File: config.mk
export PLATFORM = sky130hd
export DESIGN_NAME = depth_pixel_backprojection_flat
export DESIGN_NICKNAME = d
export VERILOG_FILES = /design/src/rtl/dpb_pkg.sv /design/src/rtl/dpb_stream_if.sv /design/src/rtl/depth_pixel_backprojection.sv /design/src/flat_wrapper.sv
export SDC_FILE = /design/constraint.sdc
export NUM_CORES = 1
export LEC_CHECK = 0
export BUFFER_PORTS_ARGS = -buffer_cell sky130_fd_sc_hd__buf_2
export CORE_UTILIZATION = 40
export CTS_CLUSTER_SIZE = 14
export DETAILED_ROUTE_END_ITERATION = 10
export GPL_TIMING_DRIVEN = 0
export HOLD_SLACK_MARGIN = 0.05
export SYNTH_ARGS = -nofsm -noshare
export SYNTH_HDL_FRONTEND = slang
export SYNTH_SLANG_ARGS = --single-unit
File: constraint.sdc
create_clock -name i_clk -period 4.1 [get_ports i_clk]
set_input_delay 0.82 -clock i_clk [delete_from_list [all_inputs] [get_ports i_clk]]
set_output_delay 0.82 -clock i_clk [all_outputs]
set_load 0.03 [all_outputs]
File: src/rtl/dpb_pkg.sv
// Package for the depth pixel back-projection block: field widths, limits,
// register indexes and the payload and divider types. Depends on nothing.
`timescale 1ns / 1ps
`default_nettype none

package dpb_pkg;

    localparam int SUBSAMPLE_STEP_DEF = 3;
    localparam int MAX_IMAGE_SIZE_DEF = 4096;

    localparam int PIX_W     = 12;
    localparam int DEPTH_W   = 16;
    localparam int COLOUR_W  = 8;
    localparam int COORD_W   = 24;
    localparam int CFG_W     = 16;
    localparam int CFG_IDX_W = 3;

    localparam int QUOT_W             = COORD_W;
    localparam int DIV_BITS_PER_STAGE = 4;
    localparam int DIV_STAGES         = QUOT_W / DIV_BITS_PER_STAGE;

    localparam logic signed [COORD_W-1:0] POS_LIMIT = 24'sh7FFFFF;
    localparam logic signed [COORD_W-1:0] NEG_LIMIT = 24'sh800000;

    localparam logic [CFG_W-1:0] PRINCIPAL_X_RST = 16'd5112;
    localparam logic [CFG_W-1:0] PRINCIPAL_Y_RST = 16'd3832;
    localparam logic [CFG_W-1:0] FOCAL_X_RST     = 16'd8400;
    localparam logic [CFG_W-1:0] FOCAL_Y_RST     = 16'd8400;
    localparam logic [CFG_W-1:0] MIN_DEPTH_RST   = 16'd41;
    localparam logic [CFG_W-1:0] MAX_DEPTH_RST   = 16'd20480;

    typedef enum logic [CFG_IDX_W-1:0] {
        CFG_PRINCIPAL_X = 3'd0,
        CFG_PRINCIPAL_Y = 3'd1,
        CFG_FOCAL_X     = 3'd2,
        CFG_FOCAL_Y     = 3'd3,
        CFG_MIN_DEPTH   = 3'd4,
        CFG_MAX_DEPTH   = 3'd5
    } t_cfg_index;

    typedef struct packed {
        logic [PIX_W-1:0]    row;
        logic [PIX_W-1:0]    column;
        logic [DEPTH_W-1:0]  depth;
        logic [COLOUR_W-1:0] blue;
        logic [COLOUR_W-1:0] green;
        logic [COLOUR_W-1:0] red;
    } t_pixel;

    typedef struct packed {
        logic signed [COORD_W-1:0] point_x;
        logic signed [COORD_W-1:0] point_y;
        logic [DEPTH_W-1:0]        point_z;
        logic [COLOUR_W-1:0]       out_blue;
        logic [COLOUR_W-1:0]       out_green;
        logic [COLOUR_W-1:0]       out_red;
    } t_point;

    // depth and colour carried alongside the arithmetic
    typedef struct packed {
        logic [DEPTH_W-1:0]  z;
        logic [COLOUR_W-1:0] blue;
        logic [COLOUR_W-1:0] green;
        logic [COLOUR_W-1:0] red;
    } t_side;

    // one coordinate in the restoring divider
    typedef struct packed {
        logic               neg;
        logic               ovf;
        logic               zero;
        logic [CFG_W-1:0]   rem;
        logic [QUOT_W-1:0]  work;
    } t_div;

endpackage

`default_nettype wire

File: src/rtl/dpb_stream_if.sv
// Valid/ready stream interface with a typed payload.
// Used for the pixel input and the point output; no dependencies.
`timescale 1ns / 1ps
`default_nettype none

interface dpb_stream_if #(
    parameter type t_payload = logic
);
    logic     valid;
    logic     ready;
    t_payload payload;

    modport source (output valid, output payload, input ready);
    modport sink   (input valid, input payload, output ready);
endinterface

`default_nettype wire

File: src/rtl/depth_pixel_backprojection.sv
// Top level of the depth pixel back-projection pipeline.
// Depends on dpb_pkg and dpb_stream_if.
`timescale 1ns / 1ps
`default_nettype none

// Takes one pixel per clock while the output is not stalled and, for pixels
// on the subsample grid whose depth lies in [min_depth, max_depth], emits
// x = (16*column - cx) * z / fx and y = (16*row - cy) * z / fy in signed
// Q11.12 metres, truncated toward zero and saturated, with z and the colour
// bytes. Sustained rate is one pixel per cycle when not stalled; a pixel
// passes the input register, offsets, range test and grid quotient, grid
// test and two multipliers, quotient overflow check, six divider stages of
// four quotient bits each, and the saturating output register. Dropped
// pixels leave a bubble only. A stalled output freezes the whole pipeline.
// Write the registers only while the pipeline is empty.
module depth_pixel_backprojection
    import dpb_pkg::*;
#(
    parameter int SUBSAMPLE_STEP = SUBSAMPLE_STEP_DEF,
    parameter int MAX_IMAGE_SIZE = MAX_IMAGE_SIZE_DEF
) (
    input  wire logic                 i_clk,
    input  wire logic                 i_rst_n,
    input  wire logic                 i_cfg_we,
    input  wire logic [CFG_IDX_W-1:0] i_cfg_index,
    input  wire logic [CFG_W-1:0]     i_cfg_data,
    dpb_stream_if.sink                i_pixel,
    dpb_stream_if.source              o_point
);

    localparam int RECIP_SHIFT = 24;
    localparam int RECIP_W     = RECIP_SHIFT + 1;
    localparam int RPROD_W     = PIX_W + RECIP_W;
    localparam int MAG_W       = CFG_W + 1;
    localparam int OFF_W       = CFG_W + 2;
    localparam int PROD_W      = 2 * CFG_W;
    localparam logic [RECIP_W-1:0] RECIP =
        RECIP_W'(((1 << RECIP_SHIFT) + SUBSAMPLE_STEP - 1) / SUBSAMPLE_STEP);
    localparam logic [PIX_W:0] STEP_K    = (PIX_W + 1)'(SUBSAMPLE_STEP);
    localparam logic [PIX_W:0] IMG_LIMIT = (PIX_W + 1)'(MAX_IMAGE_SIZE);

    // configuration
    logic [CFG_W-1:0] r_cx, r_cy, r_fx, r_fy, r_zmin, r_zmax;

    always_ff @(posedge i_clk) begin
        if (!i_rst_n) begin
            r_cx   <= PRINCIPAL_X_RST;
            r_cy   <= PRINCIPAL_Y_RST;
            r_fx   <= FOCAL_X_RST;
            r_fy   <= FOCAL_Y_RST;
            r_zmin <= MIN_DEPTH_RST;
            r_zmax <= MAX_DEPTH_RST;
        end else if (i_cfg_we) begin
            unique case (i_cfg_index)
                CFG_PRINCIPAL_X: r_cx   <= i_cfg_data;
                CFG_PRINCIPAL_Y: r_cy   <= i_cfg_data;
                CFG_FOCAL_X:     r_fx   <= i_cfg_data;
                CFG_FOCAL_Y:     r_fy   <= i_cfg_data;
                CFG_MIN_DEPTH:   r_zmin <= i_cfg_data;
                CFG_MAX_DEPTH:   r_zmax <= i_cfg_data;
                default: ;
            endcase
        end
    end

    function automatic t_div div_stage(t_div d, logic [CFG_W-1:0] f);
        t_div       n;
        logic [MAG_W-1:0] t;
        logic       qb;
        n = d;
        for (int k = 0; k < DIV_BITS_PER_STAGE; k++) begin
            t  = {n.rem, n.work[QUOT_W-1]};
            qb = (t >= {1'b0, f});
            if (qb) begin
                n.rem = CFG_W'(t - {1'b0, f});
            end else begin
                n.rem = CFG_W'(t);
            end
            n.work = {n.work[QUOT_W-2:0], qb};
        end
        return n;
    endfunction

    function automatic logic signed [COORD_W-1:0] saturate(t_div d);
        logic signed [COORD_W-1:0] res;
        if (d.zero) begin
            res = '0;
        end else if (d.ovf) begin
            res = d.neg ? NEG_LIMIT : POS_LIMIT;
        end else if (!d.neg) begin
            res = d.work[QUOT_W-1] ? POS_LIMIT : $signed(d.work);
        end else if (d.work > QUOT_W'(NEG_LIMIT)) begin
            res = NEG_LIMIT;
        end else begin
            res = $signed(QUOT_W'(-d.work));
        end
        return res;
    endfunction

    // pipeline control
    logic w_adv;
    logic r_out_v;

    assign w_adv         = !r_out_v || o_point.ready;
    assign i_pixel.ready = w_adv;

    // stage 0: input register
    logic   r_s0_v;
    t_pixel r_s0;

    // stage 1: offsets, range test, grid quotient estimate
    logic             r_s1_v, r_s1_ok;
    logic [PIX_W-1:0] r_s1_row, r_s1_col;
    logic [PIX_W:0]   r_s1_rq, r_s1_cq;
    logic [MAG_W-1:0] r_s1_xmag, r_s1_ymag;
    logic             r_s1_xneg, r_s1_yneg;
    t_side            r_s1_side;

    logic signed [OFF_W-1:0] w_xoff, w_yoff;
    logic [RPROD_W-1:0]      w_rprod, w_cprod;
    logic                    w_s1_ok;

    assign w_xoff  = $signed({2'b00, r_s0.column, 4'b0000}) - $signed({2'b00, r_cx});
    assign w_yoff  = $signed({2'b00, r_s0.row, 4'b0000}) - $signed({2'b00, r_cy});
    assign w_rprod = RPROD_W'(r_s0.row) * RPROD_W'(RECIP);
    assign w_cprod = RPROD_W'(r_s0.column) * RPROD_W'(RECIP);
    assign w_s1_ok = ({1'b0, r_s0.row} < IMG_LIMIT) && ({1'b0, r_s0.column} < IMG_LIMIT)
                  && (r_s0.depth >= r_zmin) && (r_s0.depth <= r_zmax);

    // stage 2: grid test and magnitude products
    logic             r_s2_v;
    logic [PROD_W-1:0] r_s2_xprod, r_s2_yprod;
    logic             r_s2_xneg, r_s2_yneg;
    t_side            r_s2_side;

    logic [PIX_W:0] w_row_back, w_col_back;
    logic           w_on_grid;

    assign w_row_back = (PIX_W + 1)'(r_s1_rq * STEP_K);
    assign w_col_back = (PIX_W + 1)'(r_s1_cq * STEP_K);
    assign w_on_grid  = (w_row_back == {1'b0, r_s1_row}) && (w_col_back == {1'b0, r_s1_col});

    // stage 3 onwards: divider, index 0 holds the quotient overflow check
    logic  r_dv   [DIV_STAGES+1];
    t_div  r_dx   [DIV_STAGES+1];
    t_div  r_dy   [DIV_STAGES+1];
    t_side r_dside[DIV_STAGES+1];

    t_point r_out;

    always_ff @(posedge i_clk) begin
        if (!i_rst_n) begin
            r_s0_v  <= 1'b0;
            r_s1_v  <= 1'b0;
            r_s2_v  <= 1'b0;
            r_out_v <= 1'b0;
            for (int s = 0; s <= DIV_STAGES; s++) begin
                r_dv[s] <= 1'b0;
            end
        end else if (w_adv) begin
            r_s0_v  <= i_pixel.valid;
            r_s1_v  <= r_s0_v;
            r_s2_v  <= r_s1_v && r_s1_ok && w_on_grid;
            r_dv[0] <= r_s2_v;
            for (int s = 1; s <= DIV_STAGES; s++) begin
                r_dv[s] <= r_dv[s-1];
            end
            r_out_v <= r_dv[DIV_STAGES];
        end
    end

    always_ff @(posedge i_clk) begin
        if (w_adv) begin
            r_s0 <= i_pixel.payload;

            r_s1_ok   <= w_s1_ok;
            r_s1_row  <= r_s0.row;
            r_s1_col  <= r_s0.column;
            r_s1_rq   <= w_rprod[RPROD_W-1:RECIP_SHIFT];
            r_s1_cq   <= w_cprod[RPROD_W-1:RECIP_SHIFT];
            r_s1_xneg <= w_xoff[OFF_W-1];
            r_s1_yneg <= w_yoff[OFF_W-1];
            r_s1_xmag <= w_xoff[OFF_W-1] ? MAG_W'(-w_xoff) : MAG_W'(w_xoff);
            r_s1_ymag <= w_yoff[OFF_W-1] ? MAG_W'(-w_yoff) : MAG_W'(w_yoff);
            r_s1_side <= '{z: r_s0.depth, blue: r_s0.blue, green: r_s0.green, red: r_s0.red};

            r_s2_xprod <= PROD_W'(r_s1_xmag) * PROD_W'(r_s1_side.z);
            r_s2_yprod <= PROD_W'(r_s1_ymag) * PROD_W'(r_s1_side.z);
            r_s2_xneg  <= r_s1_xneg;
            r_s2_yneg  <= r_s1_yneg;
            r_s2_side  <= r_s1_side;

            r_dx[0] <= '{neg:  r_s2_xneg,
                         ovf:  ({8'b0, r_s2_xprod[PROD_W-1:QUOT_W]} >= r_fx),
                         zero: (r_s2_xprod == '0),
                         rem:  {8'b0, r_s2_xprod[PROD_W-1:QUOT_W]},
                         work: r_s2_xprod[QUOT_W-1:0]};
            r_dy[0] <= '{neg:  r_s2_yneg,
                         ovf:  ({8'b0, r_s2_yprod[PROD_W-1:QUOT_W]} >= r_fy),
                         zero: (r_s2_yprod == '0),
                         rem:  {8'b0, r_s2_yprod[PROD_W-1:QUOT_W]},
                         work: r_s2_yprod[QUOT_W-1:0]};
            r_dside[0] <= r_s2_side;
            for (int s = 1; s <= DIV_STAGES; s++) begin
                r_dx[s]    <= div_stage(r_dx[s-1], r_fx);
                r_dy[s]    <= div_stage(r_dy[s-1], r_fy);
                r_dside[s] <= r_dside[s-1];
            end

            r_out.point_x   <= saturate(r_dx[DIV_STAGES]);
            r_out.point_y   <= saturate(r_dy[DIV_STAGES]);
            r_out.point_z   <= r_dside[DIV_STAGES].z;
            r_out.out_blue  <= r_dside[DIV_STAGES].blue;
            r_out.out_green <= r_dside[DIV_STAGES].green;
            r_out.out_red   <= r_dside[DIV_STAGES].red;
        end
    end

    assign o_point.valid   = r_out_v;
    assign o_point.payload = r_out;

endmodule

`default_nettype wire
File: src/flat_wrapper.sv
// flat-port wrapper written by rule: the top's interface ports become plain ports
module depth_pixel_backprojection_flat import dpb_pkg::*;
#(
    parameter int SUBSAMPLE_STEP = SUBSAMPLE_STEP_DEF,
    parameter int MAX_IMAGE_SIZE = MAX_IMAGE_SIZE_DEF
)
  (i_clk, i_rst_n, i_cfg_we, i_cfg_index, i_cfg_data, i_pixel_valid, i_pixel_payload, i_pixel_ready, o_point_valid, o_point_payload, o_point_ready);
  dpb_stream_if i_pixel_i ();
  dpb_stream_if o_point_i ();
  input  wire logic i_clk;
  input  wire logic i_rst_n;
  input  wire logic i_cfg_we;
  input  wire logic [CFG_IDX_W-1:0] i_cfg_index;
  input  wire logic [CFG_W-1:0] i_cfg_data;
  input wire logic [$bits(i_pixel_i.valid)-1:0] i_pixel_valid;
  input wire logic [$bits(i_pixel_i.payload)-1:0] i_pixel_payload;
  output wire logic [$bits(i_pixel_i.ready)-1:0] i_pixel_ready;
  output wire logic [$bits(o_point_i.valid)-1:0] o_point_valid;
  output wire logic [$bits(o_point_i.payload)-1:0] o_point_payload;
  input wire logic [$bits(o_point_i.ready)-1:0] o_point_ready;
  assign i_pixel_i.valid = i_pixel_valid;
  assign i_pixel_i.payload = i_pixel_payload;
  assign i_pixel_ready = i_pixel_i.ready;
  assign o_point_valid = o_point_i.valid;
  assign o_point_payload = o_point_i.payload;
  assign o_point_i.ready = o_point_ready;
  depth_pixel_backprojection #(.SUBSAMPLE_STEP(SUBSAMPLE_STEP), .MAX_IMAGE_SIZE(MAX_IMAGE_SIZE)) u_core (.i_clk(i_clk), .i_rst_n(i_rst_n), .i_cfg_we(i_cfg_we), .i_cfg_index(i_cfg_index), .i_cfg_data(i_cfg_data), .i_pixel(i_pixel_i), .o_point(o_point_i));
endmodule
After elaboration in Yosys (flattened, before gate mapping)
Memory sizes are Yosys's and may differ from the RTL's. A register that Yosys moved wholly into a read port is not among the register bits.
Index checks and enable logic that the tools add are counted.
{ "totals": {"elab_cells": 41, "memories": 2, "ramBits": 287, "output_inout_bits": 3, "reg_bits": 39, "input_bits": 25} }
{ "op_classes": {"reduce_logical": 7, "order_cmp": 2, "n_mux": 12, "eq_ne": 2, "n_bitwise": 7} }
{ "mem_list": {"columns": ["memory", "words", "width", "rd", "rd_ports_with_merged_regs", "write_ports", "line", "source"], "rows": [
  ["u_core.r_dside", 7, 40, 7, 1, 7, "depth_pixel_backprojection.sv:147", "t_side r_dside[DIV_STAGES+1];"],
  ["u_core.r_dv", 7, 1, 7, 1, 7, "depth_pixel_backprojection.sv:144", "logic r_dv [DIV_STAGES+1];"]
]} }
{ "op_table": {"columns": ["operator", "n"], "rows": [
  ["$ge 1x16->1 const A", 1],
  ["$le 1x16->1 const A", 1],
  ["$mux 1", 12],
  ["$or 1x1->1", 7],
  ["$eq 3x3->1 const B", 2],
  ["$reduce_and 2->1", 2],
  ["$logic_and 1x1->1", 2],
  ["$logic_not 1->1", 2],
  ["$logic_or 1x1->1", 1]
]} }

Logic depth before layout (Yosys ltp)
Gate-level depths: netlist of the first run.
{ "depth": {"word_depth": 6, "ltp_mapped": 5, "ltp_nobuf": 4} }

Worst setup path after synthesis of the first run
Ideal clock, no wire load.
{ "synth_path": {"kind": "input port to output port", "startpoint": "input o_point_ready", "endpoint": "output i_pixel_ready", "path_buffers": 0, "t_required_ns": 3.280, "arrival_time_ns": 1.500, "stages": 2, "path_slack_ns": 1.780, "cell_sequence": "nor2b_1 clkinv_1"} }
{ "synth_between": {"elab_chain_cells": 1} }
{ "synth_rtl": {"columns": ["item", "line", "source"], "rows": [
  ["start, declared", "flat_wrapper.sv:20", "input wire logic [$bits(o_point_i.ready)-1:0] o_point_ready;"],
  ["$logic_or 1x1->1", "depth_pixel_backprojection.sv:104", "assign w_adv = !r_out_v || o_point.ready;"],
  ["end, declared", "flat_wrapper.sv:17", "output wire logic [$bits(i_pixel_i.ready)-1:0] i_pixel_ready;"]
]} }
No other way between the ends.

Final worst setup path of the first run
Ends and elaborated chain as after synthesis.

==> flow_summary.yaml, run 1 <==
global_routing:
  grt_pass1_wl_um: 4370
  grt_antenna_before_repair: 0
  gr-usage-met1_pct: 18.4
  grt.busiest_layer: "met2"
  grtUsageMet2_pct: 22.4
  gr-total-overflow: 0
  grtUsageMet3_pct: 3.28
  grt_pass1_vias: 977
  grt_max_degree: 23
  grtUsageTotal_pct: 14.5
critical_path:
  worst-setup-path-type: "in2out"
  cp_slowest_cell: "clkinv_1"
  cp_max_fo: 22
  r2r_end: "u_core.r_dv[5]"
  path_common_cell: "buf_2"
  cp_data_arrival_time_ps: 1980
  start_kind: "primary input"
  r2r_cells: 3
  cp_cell_sequence: "buf_2, nor2b_1, clkinv_1, buf_2"
  end_kind: "output port"
  max_stage_delay_ps: 540
  path_delay_family: "buffers and inverters"
  required_ps: 3280
  cp_num_buf_inv: 3
  r2r_slack_ps: 2410
  r2r-start: "u_core.o_point.valid"
layout:
  fillers: 313
  nets: 187
  area_delta_synth_final_pct: 18.4
  final_cell_mix: "nand2_1, buf_2, dfxtp_1"
  final_layout_size_suffix_gt1_share_pct: 33.1
  regArea_um2: 921
  final_common_cell: "nand2_1"
  post-route-util_pct: 50.8
  antennaDiodeCount: 0
  multi_input_area_um2: 479
timing:
  fin_skew_ps: 7.27
  drv_slew: 0
  hold_violations: 0
  setup_viol: 0
  min_period_ps: 2800
  setup_tns_ps: 0
  fmax_mhz: 357
  grt_setup_unrepaired: "no"
  slew_headroom_pct: 56.9
  tightest_slew_ps: 642
  finalCritPeriodShare_pct: 68.4
detailed_routing:
  vias: 1014
  post_drt_wl_per_cell_um: 12.1
  dr.pass1.iters: 4
  postRouteAntennaNets: 0
  vias_per_cell: 4.85
  route.detailed.drc: 0
  drt_iter0_markers: 33
  wirelength_um: 2530
placement:
  hpwlAfterDp_um: 1770
  numPortBuffers: 27
  place.gp.congestion: 0.739
cts:
  cts-root-buf: "clkbuf_4"
  clock_latency_ps: 340
  h-tree-depth: 2
  clk_pin_slew_ps: 110
  cts.sinks: 39
  post_cts_resized: 0
  cts_buffer_depth: 2
  tritoncts: "yes"
  cts_buffers: 5
  ctsHoldBuffers: 0
  cts_setup_buffers: 0
synth:
  mappedNetlistArea_um2: 1470
  yosys_warnings: 0
  synth_cell_type_count: 24
  syn_avg_cell_area_um2: 11.4
  synthCells: 128
  seq_area_frac_synth_pct: 62.9
  synthTopCellsByArea: "dfxtp_1, edfxtp_1, nand2_1"
  yosys.area.top_type: "dfxtp_1"
  synth_nets: 153
  synth-seq-cells: 39
  yosysTopAreaCellShare_pct: 34.2
floorplan:
  ioPinCount: 28
  initial_core_util_pct: 42.9
  die_area_um2: 3910
  placementRows: 21
  die_x_um: 62.5
  fp.dieH_um: 62.5
  core_um2: 3420
outcome:
  outcome: "complete, no violations"
power:
  vdd_ir_drop_max_v: 0.000201
  total_power_uw: 691
  p_leak_nw: 0.659
  power_density_nw_per_um2: 398
hold_path:
  holdPathEnd: "u_core.r_s2_side[0]"
  hold_class: "reg2reg"
  holdCritStartpoint: "u_core.r_s1_side[0]"
  min_path_cells: 0
flow_run:
  drv_cap: 0
-- logic make-up after synthesis --
kind of cell,count (synthesis),synth area share (%)
AND/OR/NAND/NOR,55,19.8
flip-flops,39,62.9
AO/OA/AOI/OAI,22,10.8
buffers and inverters,9,4.44
multiplexers,3,2.05
-- sequential cells by signal, summed over array words and instances (netlist names) --
signal,cells
u_core.r_zmin,16
u_core.r_s1_side,1
u_core.r_dside,7
u_core.r_s0_v,1
u_core.r_s1_v,1
u_core.r_s0,1
u_core.r_s2_side,1
u_core.o_point.payload,1
u_core.r_dv,7
u_core.r_s2_v,1
u_core.o_point.valid,1
u_core.r_s1_ok,1
-- cell usage after synthesis --
library cell and number:
mux2i_1 3, nor2b_1 1, and4bb_1 1, and4_1 1
clkbuf_1 2, nor4_1 4, and2_1 1, o21ai_0 5
clkinv_1 1, buf_6 1, nand2_1 32, dfxtp_1 25
a21boi_0 8, and3_1 1, buf_12 1, o21a_1 1
clkbuf_2 1, nand3_2 7, o21ai_1 1, buf_2 2
edfxtp_1 14, buf_4 1, o21ai_2 7, nand3_1 7
-- worst max-delay path by stage --
| stage | to | cells after the start | from |
|---|---|---|---|
| 6_report | i_pixel_ready | 4 | o_point_ready |
| 5_1_grt | i_pixel_ready | 4 | o_point_ready |
| 4_1_cts | i_pixel_ready | 4 | o_point_ready |
| 3_5_place_dp | i_pixel_ready | 4 | o_point_ready |
| 3_3_place_gp | i_pixel_ready | 4 | o_point_ready |
| 2_1_floorplan | i_pixel_ready | 2 | o_point_ready |
-- metal layers --
metal	routed length, um	vias up	part of all wire, %
met5	0	-	0
li1	-	514	-
met1	1150	466	46
met4	56	0	2.2
met3	93	9	3.7
met2	1230	25	49
-- stage by stage --
stage	setup slack, ps	area, um^2	hold WS, ps	cells
after detailed placement	1270	1660	411	201
after floorplan	1780	1470	400	128
after CTS	1270	1730	421	209
final	1300	1730	423	209
after global routing	1160	1730	429	209
after global placement	1310	1660	408	201
-- where the power goes --
| group | switching, mW | internal [mW] |
|---|---|---|
| sequential | 0.00383 | 0.409 |
| combinational | 0.0174 | 0.0164 |
| clock | 0.118 | 0.125 |
-- final cells by class --
cell class              count  area share [%]
flip-flops and latches     39            53.1
multi-input cells          80            27.6
repair buffers             27            7.79
plain buffers               8            3.54
well taps                  46            3.32
clock inverters             3            2.24
clock buffers               5            2.16
inverters                   1           0.216
(Power assumes the default switching activity.)
==> inputs of run 2 (changes only) <==
--- a/config.mk
+++ b/config.mk
@@ -5,6 +5,7 @@
 export SDC_FILE = /design/constraint.sdc
 export NUM_CORES = 1
 export LEC_CHECK = 0
+export ABC_AREA = 1
 export BUFFER_PORTS_ARGS = -buffer_cell sky130_fd_sc_hd__buf_2
 export CORE_UTILIZATION = 40
 export CTS_CLUSTER_SIZE = 14
==> constraint.sdc (replaced) <==
create_clock -name i_clk -period 2.5 [get_ports i_clk]
set_input_delay 0.5 -clock i_clk [delete_from_list [all_inputs] [get_ports i_clk]]
set_output_delay 0.5 -clock i_clk [all_outputs]
set_load 0.03 [all_outputs]
==> run 2 against run 1 <==
Net effect:
- wire length rose by 12%
- critical path depth rose by 1
- utilization rose by 0.093 points
- critical path type is now reg2out
- largest cell class unchanged
- highest routed layer unchanged
==> flow_summary.yaml, run 2 <==
timing:
  finalCritPeriodShare_pct: 80.9
  hold_violations: 0
  min_period_ps: 2020
  fmax_mhz: 495
  setup_tns_ps: 0
  slew_headroom_pct: 68.5
  fin_skew_ps: 5.39
  setup_viol: 0
  tightest_slew_ps: 472
  grt_setup_unrepaired: "no"
  drv_slew: 0
  whs_ps: 380
cts:
  cts-root-buf: "clkbuf_8"
  tritoncts: "yes"
  cts_setup_buffers: 0
  clk_pin_slew_ps: 80
  h-tree-depth: 2
  ctsHoldBuffers: 0
  post_cts_resized: 0
  cts.sinks: 39
  cts_buffers: 5
  cts_buffer_depth: 2
  clock_latency_ps: 290
layout:
  final_cell_mix: "nand2_1, inv_1, buf_2"
  nets: 249
  top_regs: "u_core.r_zmin: 16 flops, u_core.r_dside: 7 flops, u_core.r_dv: 7 flops"
  post-route-util_pct: 50.9
  final_layout_size_suffix_gt1_share_pct: 22.7
  final_common_cell: "nand2_1"
  largest-register: "u_core.r_zmin"
  largest_reg_flops: 16
  fillers: 367
  antennaDiodeCount: 0
  area_delta_synth_final_pct: 18.7
critical_path:
  end_kind: "output port"
  cp_data_arrival_time_ps: 1520
  required_ps: 2000
  worst-setup-path-type: "reg2out"
  start_kind: "register"
  cp_max_fo: 13
synth:
  synth-seq-cells: 39
  yosys_warnings: 0
  synthTopCellsByArea: "dfxtp_1, edfxtp_1, nand2_1"
  yosysTopAreaCellShare_pct: 31.0
  ys_top_cells_by_count: "nand2_1, inv_1, nand3_1"
  synth_cell_type_count: 16
  synthFlopType: "dfxtp_1"
  yosys.area.top_type: "dfxtp_1"
  async_reset_ff_share_pct: 0
  syn_avg_cell_area_um2: 8.46
  synthCells: 191
  seq_area_frac_synth_pct: 57.0
  synth_nets: 216
  synth_edf_count: 14
  yosysMostFrequentCell: "nand2_1"
  mappedNetlistArea_um2: 1620
hold_path:
  hold_class: "in2reg"
detailed_routing:
  wirelength_um: 2830
  dr.pass1.iters: 4
  vias: 1231
  drt_iter0_markers: 26
  postRouteAntennaNets: 0
  vias_per_cell: 4.51
  post_drt_wl_per_cell_um: 10.4
  route.detailed.drc: 0
power:
  vdd_ir_drop_max_v: 0.000305
  p_leak_nw: 0.933
  power_density_nw_per_um2: 674
global_routing:
  grt_max_degree: 14
  grt_pass1_wl_um: 4910
  grt_pass1_vias: 1138
  gr-total-overflow: 0
  grt_antenna_before_repair: 0
  grtUsageTotal_pct: 15.6
placement:
  numPortBuffers: 26
  place.gp.congestion: 0.706
  hpwlAfterDp_um: 1930
floorplan:
  ioPinCount: 28
  die_area_um2: 4300
  core_um2: 3770
  placementRows: 22
  initial_core_util_pct: 42.8
  die_x_um: 65.5
  fp.dieH_um: 65.5
outcome:
  outcome: "complete, no violations"
flow_run:
  drv_cap: 0
run 2: cell types whose count changed after synthesis, moves of 3 or more:
cell      before  now
o21ai_0        5    0
nand2_1       32   44
nor2_4         0    3
a21boi_0       8    0
nor2_1         0   19
mux2i_1        3    0
o21ai_2        7    1
a21oi_1        0   13
inv_1          0   31
nand3_1        7   26
nor4_1         4    0
nand3_2        7    0
run 2: per-layer routing:
metal / part of all wire, % / GRT usage, %
met5: 0 / 0
met4: 2.4 / 8.15
met3: 3.6 / 5.21
met1: 51 / 19.9
met2: 43 / 23.2
run 2: kinds of logic after synthesis:
kind of cell    after synthesis  share of synthesized area (%)
compound gates               14                           4.57
buf+inv                      42                           12.2
flops                        39                           57.0
simple gates                 96                           26.3
run 2: critical path, stage by stage, from the launching register on:
cell     delay [ps]
dfxtp_1         320
inv_1            90
nor2_4           50
buf_6           130
inv_1           350
buf_2           290
run 2: stage by stage:
step                power, mW  setup slack [ps]  instance area, um^2  instances
floorplan               0.755               877                 1620        191
global placement        0.789               556                 1810        265
detailed placement      0.790               556                 1810        265
CTS                      1.30               440                 1920        273
global route             1.35               346                 1920        273
finish                   1.29               479                 1920        273
run 2: layout make-up:
class | instances | area [um^2] | area share, %
Buffer | 10 | 76.3 | 3.98
Multi-Input combinational cell | 110 | 498 | 26.0
Tap cell | 48 | 60.1 | 3.13
Clock buffer | 5 | 68.8 | 3.59
Clock inverter | 3 | 43.8 | 2.28
Timing Repair Buffer | 26 | 130 | 6.78
Inverter | 32 | 120 | 6.26
Sequential cell | 39 | 921 | 48.0
run 2: report_power, final:
group	leakage, nW	total, mW	switching [mW]	internal (mW)
clock network	0.0581	0.517	0.221	0.297
registers	0.357	0.683	0.00789	0.675
logic	0.519	0.0913	0.0519	0.0393
run 2: worst paths after layout:
path | start | to | slack (ps) | cells after the start
worst min-delay path | i_pixel_payload | u_core.r_s0[0] | 380 | 1
worst min register to register | u_core.r_dside[3][0] | u_core.r_dside[4][0] | 420 | 0
worst max register to register | u_core.o_point.valid | u_core.r_s1_ok | 1210 | 4
worst max-delay path | u_core.o_point.valid | i_pixel_ready | 480 | 5
==> inputs of run 3 (changes only) <==
==> constraint.sdc (replaced) <==
create_clock -name i_clk -period 1.68 [get_ports i_clk]
set_input_delay 0.336 -clock i_clk [delete_from_list [all_inputs] [get_ports i_clk]]
set_output_delay 0.336 -clock i_clk [all_outputs]
set_load 0.03 [all_outputs]
==> run 3 against run 2 <==
Net effect:
- global-route usage is 0.18 points higher
- largest cell class unchanged
- utilization increased by 0.30 points
- sequential share of layout area shrank 0.28 points
- setup slack worse by 400 ps
- critical endpoint unchanged
- wire length up 2.0%
- die area unchanged
- sequential cell count stayed put
- via count grew 0.81%
- final cell count grew 0.37%
==> flow_summary.yaml, run 3 (synthesis gave the netlist of run 2 again) <==
hold_path:
  min_path_cells: 1
  hold_class: "in2reg"
  holdCritStartpoint: "i_pixel_payload"
floorplan:
  initial_core_util_pct: 42.8
  die_area_um2: 4300
  ioPinCount: 28
  placementRows: 22
  die_x_um: 65.5
  core_um2: 3770
  fp.dieH_um: 65.5
timing:
  fmax_mhz: 623
  final.setup.worst_slack_ps: 75.9
  hold_violations: 0
  setup_tns_ps: 0
  slew_headroom_pct: 86.0
  grt_setup_unrepaired: "no"
  setup_viol: 0
  fin_skew_ps: 5.50
  finalCritPeriodShare_pct: 95.5
  min_period_ps: 1600
  drv_slew: 0
  whs_ps: 215
  tightest_slew_ps: 211
cts:
  tritoncts: "yes"
  ctsHoldBuffers: 0
  clk_pin_slew_ps: 80
  h-tree-depth: 2
  cts_buffer_depth: 2
  cts-root-buf: "clkbuf_8"
  clock_latency_ps: 290
  cts.sinks: 39
  cts_buffers: 5
global_routing:
  gr-total-overflow: 0
  grtUsageTotal_pct: 15.8
  grt_antenna_before_repair: 0
  grt_pass1_wl_um: 4940
  grt_max_degree: 14
  grt_pass1_vias: 1141
critical_path:
  start_kind: "register"
  required_ps: 1340
  r2r_end: "u_core.o_point.payload"
  max_stage_delay_ps: 340
  cp_data_arrival_time_ps: 1270
  end_kind: "output port"
  r2r_slack_ps: 450
  crit_start: "u_core.o_point.valid"
  r2r-start: "u_core.o_point.valid"
  cp_slowest_cell: "dfxtp_1"
  cp_cell_sequence: "inv_1, nor2_4, buf_6, clkinvlp_4, buf_2"
  r2r_cells: 5
  cp_max_fo: 10
  worst-setup-path-type: "reg2out"
  crit_end: "i_pixel_ready"
layout:
  final_layout_size_suffix_gt1_share_pct: 23.5
  final_cells: 274
  top_regs: "u_core.r_zmin: 16 flops, u_core.r_dside: 7 flops, u_core.r_dv: 7 flops"
  nets: 250
  final_cell_mix: "nand2_1, inv_1, buf_2"
  area_delta_synth_final_pct: 19.4
  fillers: 369
  largest-register: "u_core.r_zmin"
  largest_reg_flops: 16
  antennaDiodeCount: 0
  final_common_cell: "nand2_1"
detailed_routing:
  dr.pass1.iters: 4
  postRouteAntennaNets: 0
  drt_iter0_markers: 24
  vias: 1241
  route.detailed.drc: 0
  vias_per_cell: 4.53
  post_drt_wl_per_cell_um: 10.6
  wirelength_um: 2890
power:
  p_clk_share_pct: 40.1
  p_leak_nw: 0.937
  vdd_ir_drop_max_v: 0.000454
  power_density_nw_per_um2: 997
  p_int_mw: 1.51
  power.switching_uw: 418
  swShare_pct: 21.7
  p_seq_share_pct: 52.9
  pwr-share-comb_pct: 7.1
outcome:
  outcome: "complete, no violations"
flow_run:
  drv_cap: 0
placement:
  place.gp.congestion: 0.706
  dp_slack_ps: 63.5
  hpwlAfterDp_um: 1930
  place_inst: 265
  numPortBuffers: 26
[run 3: worst min path at each step]
| stage | to | slack, ps |
|---|---|---|
| after floorplan | u_core.o_point.payload | 400 |
| after CTS | u_core.r_s0[0] | 200 |
| after detailed placement | u_core.r_dside[4][0] | 410 |
| after global placement | u_core.r_s1_side[0] | 400 |
| final | u_core.r_s0[0] | 220 |
| after global routing | u_core.r_s0[0] | 200 |
[run 3: area by class of cell]
type | count | area [um^2] | area share (%)
plain buffers | 10 | 76.3 | 3.96
clock buffers | 5 | 68.8 | 3.57
clock inverters | 3 | 43.8 | 2.27
inverters | 32 | 124 | 6.42
multi-input cells | 110 | 498 | 25.8
flip-flops and latches | 39 | 921 | 47.7
well taps | 48 | 60.1 | 3.11
repair buffers | 27 | 138 | 7.13
[run 3: power by group through the flow]
stage               Clock, mW  Sequential [mW]  Combinational (mW)
floorplan                   0             1.04              0.0854
global placement            0             1.04               0.137
detailed placement          0             1.04               0.138
CTS                     0.787             1.02               0.138
global route            0.831             1.02               0.152
finish                  0.770             1.02               0.136
[run 3: timing repair]
action | in CTS | in global routing
gates resized for setup | 1 | 0
setup buffers | 1 | 0
endpoints found under the setup margin | 1 | 0
[run 3: worst max-delay path: cells and delay by family (launching register included)]
| kind | cells | cell delay [ps] |
|---|---|---|
| buffers and inverters | 4 | 510 |
| flip-flops | 1 | 340 |
| AND/OR/NAND/NOR | 1 | 120 |
[run 3: routing by layer]
metal | up-vias | global-route usage [%] | share of wire (%)
met4 | 0 | 8.15 | 2.4
li1 | 656 | - | -
met2 | 18 | 23.6 | 43
met3 | 7 | 5.21 | 3.2
met1 | 560 | 20.1 | 51
met5 | - | 0 | 0
[run 3: through the flow]
step                      total power, mW  cell area [um^2]  util (%)
after CTS                            1.94              1930      51.2
after floorplan                      1.12              1620         -
after global routing                 2.00              1930      51.2
final                                1.92              1930      51.2
after detailed placement             1.18              1810      47.9
after global placement               1.17              1810      47.9
